**src/sv/svie_pkg.sv**
```systemverilog
// Shared types and constants for the stack machine instruction executor.
// No dependencies.
package svie_pkg;

    localparam int STACK_DEPTH = 256;
    localparam int LOCALS_MAX  = 256;
    localparam int SP_W        = $clog2(STACK_DEPTH + 1);
    localparam int SA_W        = $clog2(STACK_DEPTH);
    localparam int LA_W        = $clog2(LOCALS_MAX);
    localparam int DIV_CYCLES  = 64;

    localparam logic [1:0] CMD_EXEC  = 2'd0;
    localparam logic [1:0] CMD_WRITE = 2'd1;
    localparam logic [1:0] CMD_READ  = 2'd2;
    localparam logic [1:0] CMD_START = 2'd3;

    localparam logic [1:0] ST_RUN   = 2'd0;
    localparam logic [1:0] ST_HALT  = 2'd1;
    localparam logic [1:0] ST_FAULT = 2'd2;
    localparam logic [1:0] ST_END   = 2'd3;

    localparam logic CFG_LOCALS  = 1'b0;
    localparam logic CFG_PROGLEN = 1'b1;

    typedef enum logic [5:0] {
        OP_PUSH = 6'd0, OP_ADD = 6'd1, OP_SUB = 6'd2, OP_MUL = 6'd3, OP_DIV = 6'd4,
        OP_EMIT = 6'd5, OP_SWAP = 6'd9, OP_DUP = 6'd10, OP_LOAD = 6'd11,
        OP_STLOC = 6'd12, OP_IFEQ = 6'd13, OP_IFNE = 6'd14, OP_GOTO = 6'd15,
        OP_AND = 6'd16, OP_OR = 6'd17, OP_XOR = 6'd18, OP_SHL = 6'd19,
        OP_SHR = 6'd20, OP_USHR = 6'd21, OP_IFLT = 6'd22, OP_IFLE = 6'd23,
        OP_IFGT = 6'd24, OP_IFGE = 6'd25, OP_I2L = 6'd26, OP_I2B = 6'd27,
        OP_I2C = 6'd28, OP_I2S = 6'd29, OP_NEG = 6'd30, OP_LDREF = 6'd31,
        OP_STREF = 6'd32, OP_HALT = 6'd36
    } opcode_t;

    typedef enum logic [2:0] {
        S_IDLE, S_READ, S_EXEC, S_MUL, S_DIV, S_WRITE, S_OUT
    } state_t;

    // Controller to datapath commands
    typedef struct packed {
        logic capture;    // latch input item
        logic rd_issue;   // issue stack/local reads
        logic exec;       // evaluate the instruction
        logic mul_step;   // accumulate partial products
        logic div_start;  // load divider
        logic div_step;   // one quotient bit
        logic commit;     // write stack/locals, update pointers
        logic out_load;   // load result register
    } dp_cmd_t;

    // Datapath to controller status
    typedef struct packed {
        logic need_mul;
        logic need_div;
        logic mul_done;
        logic div_done;
    } dp_stat_t;

endpackage

```
**src/sv/svie_ctrl.sv**
```systemverilog
// Controller state machine of the stack machine executor.
// Depends on svie_pkg.
module svie_ctrl (
    input  logic              clk,
    input  logic              rst_n,
    input  logic              in_valid,
    output logic              in_stall,
    input  logic              out_valid,
    input  logic              out_stall,
    input  svie_pkg::dp_stat_t stat,
    output svie_pkg::dp_cmd_t  cmd
);
    import svie_pkg::*;

    state_t state_reg, state_next;

    // Accept only while idle
    assign in_stall = (state_reg != S_IDLE);

    // Advance state
    always_ff @(posedge clk or negedge rst_n)
    begin
        if (!rst_n)
            state_reg <= S_IDLE;
        else
            state_reg <= state_next;
    end

    // Next state
    always_comb
    begin
        state_next = state_reg;
        case (state_reg)
            S_IDLE:  if (in_valid) state_next = S_READ;
            S_READ:  state_next = S_EXEC;
            S_EXEC:
            begin
                if (stat.need_mul)      state_next = S_MUL;
                else if (stat.need_div) state_next = S_DIV;
                else                    state_next = S_WRITE;
            end
            S_MUL:   if (stat.mul_done) state_next = S_WRITE;
            S_DIV:   if (stat.div_done) state_next = S_WRITE;
            S_WRITE: state_next = S_OUT;
            S_OUT:   if (!out_valid || !out_stall) state_next = S_IDLE;
            default: state_next = S_IDLE;
        endcase
    end

    // Outputs
    always_comb
    begin
        cmd = '0;
        case (state_reg)
            S_IDLE:  cmd.capture = in_valid;
            S_READ:  cmd.rd_issue = 1'b1;
            S_EXEC:
            begin
                cmd.exec = 1'b1;
                cmd.div_start = stat.need_div;
            end
            S_MUL:   cmd.mul_step = 1'b1;
            S_DIV:   cmd.div_step = 1'b1;
            S_WRITE: cmd.commit = 1'b1;
            S_OUT:   cmd.out_load = !out_valid || !out_stall;
            default: cmd = '0;
        endcase
    end

endmodule

```
**config.mk**
```make
export PLATFORM = sky130hd
export DESIGN_NAME = svie_ctrl
export DESIGN_NICKNAME = d
export VERILOG_FILES = /design/src/sv/svie_pkg.sv /design/src/sv/svie_ctrl.sv
export SDC_FILE = /design/constraint.sdc
export NUM_CORES = 1
export LEC_CHECK = 0
export BUFFER_PORTS_ARGS = -buffer_cell sky130_fd_sc_hd__buf_4
export CAP_MARGIN = 0
export CORE_AREA = 2 2 39 41
export DETAILED_ROUTE_END_ITERATION = 7
export DIE_AREA = 0 0 41 43
export GPL_ROUTABILITY_DRIVEN = 0
export PLACE_DENSITY = 0.55
export SYNTH_ARGS = -nofsm -noshare
export SYNTH_HDL_FRONTEND = slang
export SYNTH_SLANG_ARGS = --single-unit
```
**constraint.sdc**
```tcl
create_clock -name clk -period 1.4 [get_ports clk]
set_clock_uncertainty 0.2 [all_clocks]
set_input_delay 0.14 -clock clk [delete_from_list [all_inputs] [get_ports clk]]
set_output_delay 0.14 -clock clk [all_outputs]
set_load 0.02 [all_outputs]
```
## Word level (Yosys, flattened, before mapping)

Index checks and enable logic that the tools add are counted.

| storage, ports and cells | value |
|---|---|
| bits in registers | 3 |
| output and inout port bits | 9 |

| cells by class | value |
|---|---|
| equal/unequal tests | 10 |
| mux-type cells | 15 |
| reductions and logical operators | 6 |

Operator list:

| kind | count |
|---|---|
| $pmux W3 S7 | 1 |
| $mux W3 | 5 |
| $eq A3 B3 Y1 const B | 3 |
| $mux W1 | 9 |
| $ne A2 B2 Y1 const B | 4 |
| $eq A3 B2 Y1 const B | 2 |
| $reduce_and A4 Y1 | 1 |
| $eq A3 B1 Y1 const B | 1 |
| $logic_not A3 Y1 | 1 |
| $reduce_bool A3 Y1 | 1 |
| $logic_not A1 Y1 | 2 |
| $logic_or A1 B1 Y1 | 1 |

## Logic depth before layout (Yosys ltp)

| logic depth | value |
|---|---|
| depth in word-level cells | 4 |
| depth in mapped cells | 4 |

## Worst setup path after synthesis

OpenSTA, ideal clock, no wires.

| timing | value |
|---|---|
| kind | reg-to-output |
| start point | register state_reg[2] |
| end point | output cmd[3] (netlist name) |
| arrival | 1,210 ps |
| required time | 1,060 ps |
| path slack | -150 ps |
| cell stages (with the launch flop) | 4 |
| cell sequence | dfrtp_1 buf_4 nor3b_2 and2_1 |

RTL lines:

| element | RTL line | RTL |
|---|---|---|
| start: declaration | svie_ctrl.sv:15 | `state_t state_reg, state_next;` |
| start signal: assignment | svie_ctrl.sv:26 | `state_reg <= state_next;` |
| end: declaration | svie_ctrl.sv:11 | `output svie_pkg::dp_cmd_t cmd` |

==> results.txt <==
maximum fanout along the worst path = 3
simple-gate share of the synthesized area = 37.9%
# DRC = 0
Layout Area Growth over Synthesis = 118%
Post-Syn Nets = 43
Worst Path Required = 1.06 ns
routed len/inst = 11.0 um
CP Capture Type = primary output
max reg flops = 3
Ys Warns = 0
reg2reg path depth = 6
Inserted Clock Buffers = 3
Die ar. = 1760 sq um
Tightest Pin Transition = 0.149 ns
fmax = 614 MHz
antenna cell count = 0
final instance area = 642 sq um
Post-DP Area = 463 sq um
final std cells w/o fill = 85
combinational family with the most area after synthesis = simple AND/OR/NAND/NOR gates
final core occ = 46.4%
FF+latch count, synth = 3
die height = 43 um
Slew headroom = 90.0%
Fin. Hold Viols = 0
Cell Int Power = 903 uW
Post-Syn Area per Cell = 8.65 sq um
crit path DAT = 1.29 ns
num rows = 14
clock transition at the registers of the reported paths = 0.04 ns
vias = 363
DRT iter0 DRCs = 5
RSZ-0062 raised after global routing = true
vias in the first global route = 357
DPL Wire Length = 549 um
final total power = 1470 uW
maximum VDD drop = 0.000778 V
Top Ports = 18
DRT antenna net count = 0
Root Driver = clkbuf_4
clk sinks = 3
post-synthesis sequential area ratio = 25.5%
Core Region = 1380 sq um
Synth Area in Compound Gates = 23.8%
Setup crit start kind = flip-flop
MaxCap Viol Count = 0
DRT Wirelength = 936 um
dpl cells = 69
initial antenna violation count = 0
Flop pwr share = 14.5%
CTS tree = done
first-pass GRT wire length = 1550 um
Synth Area in Adders = 0%
H-tree lvl count = 1
Die W = 41 um
logic gate share of total power = 74.6%
pins over their slew limit = 0
DP Worst Slack = -0.0457 ns
worst setup path category = flip-flop to primary output
via-per-instance ratio = 4.27
pin count of the biggest net entering global routing = 7
Max Buffers Root-to-Sink = 2
post-synthesis mux area share = 0%
Mapped Cells = 34
GR Util All Layers = 13.9%
Hold Path Cell Cnt = 3
Final period util = 116%
setup ws final = -0.230 ns
PortBufs = 17
Synth Cell Area = 294 sq um
Total Nets Final = 79
Clk pwr share = 10.8%
1st-pass router iterations = 4
Min-Delay Path Class = primary input to flip-flop
leakage = 0.000306 uW
min Tclk post-route = 1.63 ns
worst hold endpoint = state_reg[0]
R2R Setup Slk = -0.07 ns
status = finished with violations
failing checks = setup timing
XOR/XNOR share of the synthesized area = 0%
Yosys cell types = 23
Final setup viols = 11
starting density of the core = 21.2%
grt ovf = 0
worst r2r dst = state_reg[0]
sw frac = 38.4%
clock latency on the worst-skew pair = 0.24 ns
Psw = 563 uW
layout cells sized above 1 = 68.1%
PwrDens = 2280 nW/um^2
worst r2r src = state_reg[1]
HP Start = stat[1]
-- cell type report --
class / count / area (sq um)
fill: 132 / 742
inverter: 2 / 7.51
multi-input combinational: 26 / 204
sequential: 3 / 78.8
timing repair buffer: 34 / 305
tap: 16 / 20.0
clock buffer: 4 / 26.3
-- worst max path at each step --
stage | cells past startpoint | to | from
detailed placement | 3 | cmd[7] | state_reg[0]
global route | 4 | cmd[3] | state_reg[0]
finish | 3 | cmd[7] | state_reg[1]
CTS | 3 | cmd[7] | state_reg[0]
floorplan | 3 | cmd[3] | state_reg[2]
global placement | 3 | cmd[7] | state_reg[0]
-- critical path, cell delays in order (launching register included) --
cell	delay (ns)
dfrtp_2	0.43
or3_4	0.42
nor2_4	0.09
buf_6	0.12
-- power groups by stage --
stage / clock network (uW) / logic [uW] / registers (uW)
after floorplan: 0 / 571 / 158
after global placement: 0 / 703 / 243
after detailed placement: 0 / 700 / 245
after CTS: 170 / 1030 / 207
after global routing: 173 / 1180 / 220
final: 159 / 1090 / 213
-- logic make-up (layout without fill, tap and decap cells) --
group           count (synthesis)  after routing
simple gates                   17             17
compound gates                  9              9
buf+inv                         5             40
flops                           3              3
-- cell usage after synthesis --
library cell / instances / area, sq um
nand2_1: 5 / 18.8
dfrtp_1: 3 / 75.1
and2_1: 2 / 12.5
buf_6: 2 / 22.5
inv_1: 2 / 7.51
nor3b_1: 2 / 15.0
o21ai_0: 2 / 10.0
a21oi_1: 1 / 5.00
a22o_1: 1 / 8.76
a2bb2oi_2: 1 / 15.0
a32o_1: 1 / 10.0
and2_4: 1 / 8.76
and3b_1: 1 / 8.76
buf_4: 1 / 7.51
nand3b_1: 1 / 7.51
nor2_1: 1 / 3.75
nor2_2: 1 / 6.26
nor2b_1: 1 / 6.26
nor3b_2: 1 / 12.5
o211ai_1: 1 / 7.51
o21ai_1: 1 / 5.00
o21ai_2: 1 / 8.76
or3_4: 1 / 11.3
-- layer usage --
layer | track usage (%) | wire length (um)
met5 | 0 | 0
met4 | 10.0 | 7
met3 | 7.85 | 69
met2 | 19.4 | 488
met1 | 14.8 | 371
-- per-stage QoR --
step / setup TNS, ns / hold slack [ns]
after global placement: -0.0683 / -0.267
after global routing: -2.32 / 0.0329
after detailed placement: -0.0899 / -0.269
final: -1.76 / 0.0183
after floorplan: -0.0477 / -0.356
after CTS: -1.75 / 0.0100
-- layout by cell type (no fill, tap or decap) --
cell	count
inv_1	2
a21oi_2	1
and2_1	1
nor2_4	1
o211ai_1	1
nor3b_4	1
o21ai_1	1
nor2_1	1
and3b_1	1
clkbuf_1	1
o21ai_2	1
nor2b_1	1
and2_4	2
buf_6	12
clkbuf_4	3
dfrtp_2	3
a32o_1	1
buf_4	20
a22o_1	1
nor3b_2	1
a2bb2oi_2	1
o21ai_0	2
dlygate4sd3_1	2
or3_4	1
nand2_1	5
nor3b_1	1
nand3b_1	1
-- what timing repair did --
item	CTS	global route
pin swaps	2	5
buffers inserted	9	2
endpoints found under the setup margin	10	11
gates resized for setup	12	6
hold endpoints to repair	4	0
hold buffers	2	0
No activity file was read; power rests on OpenSTA's default activity.
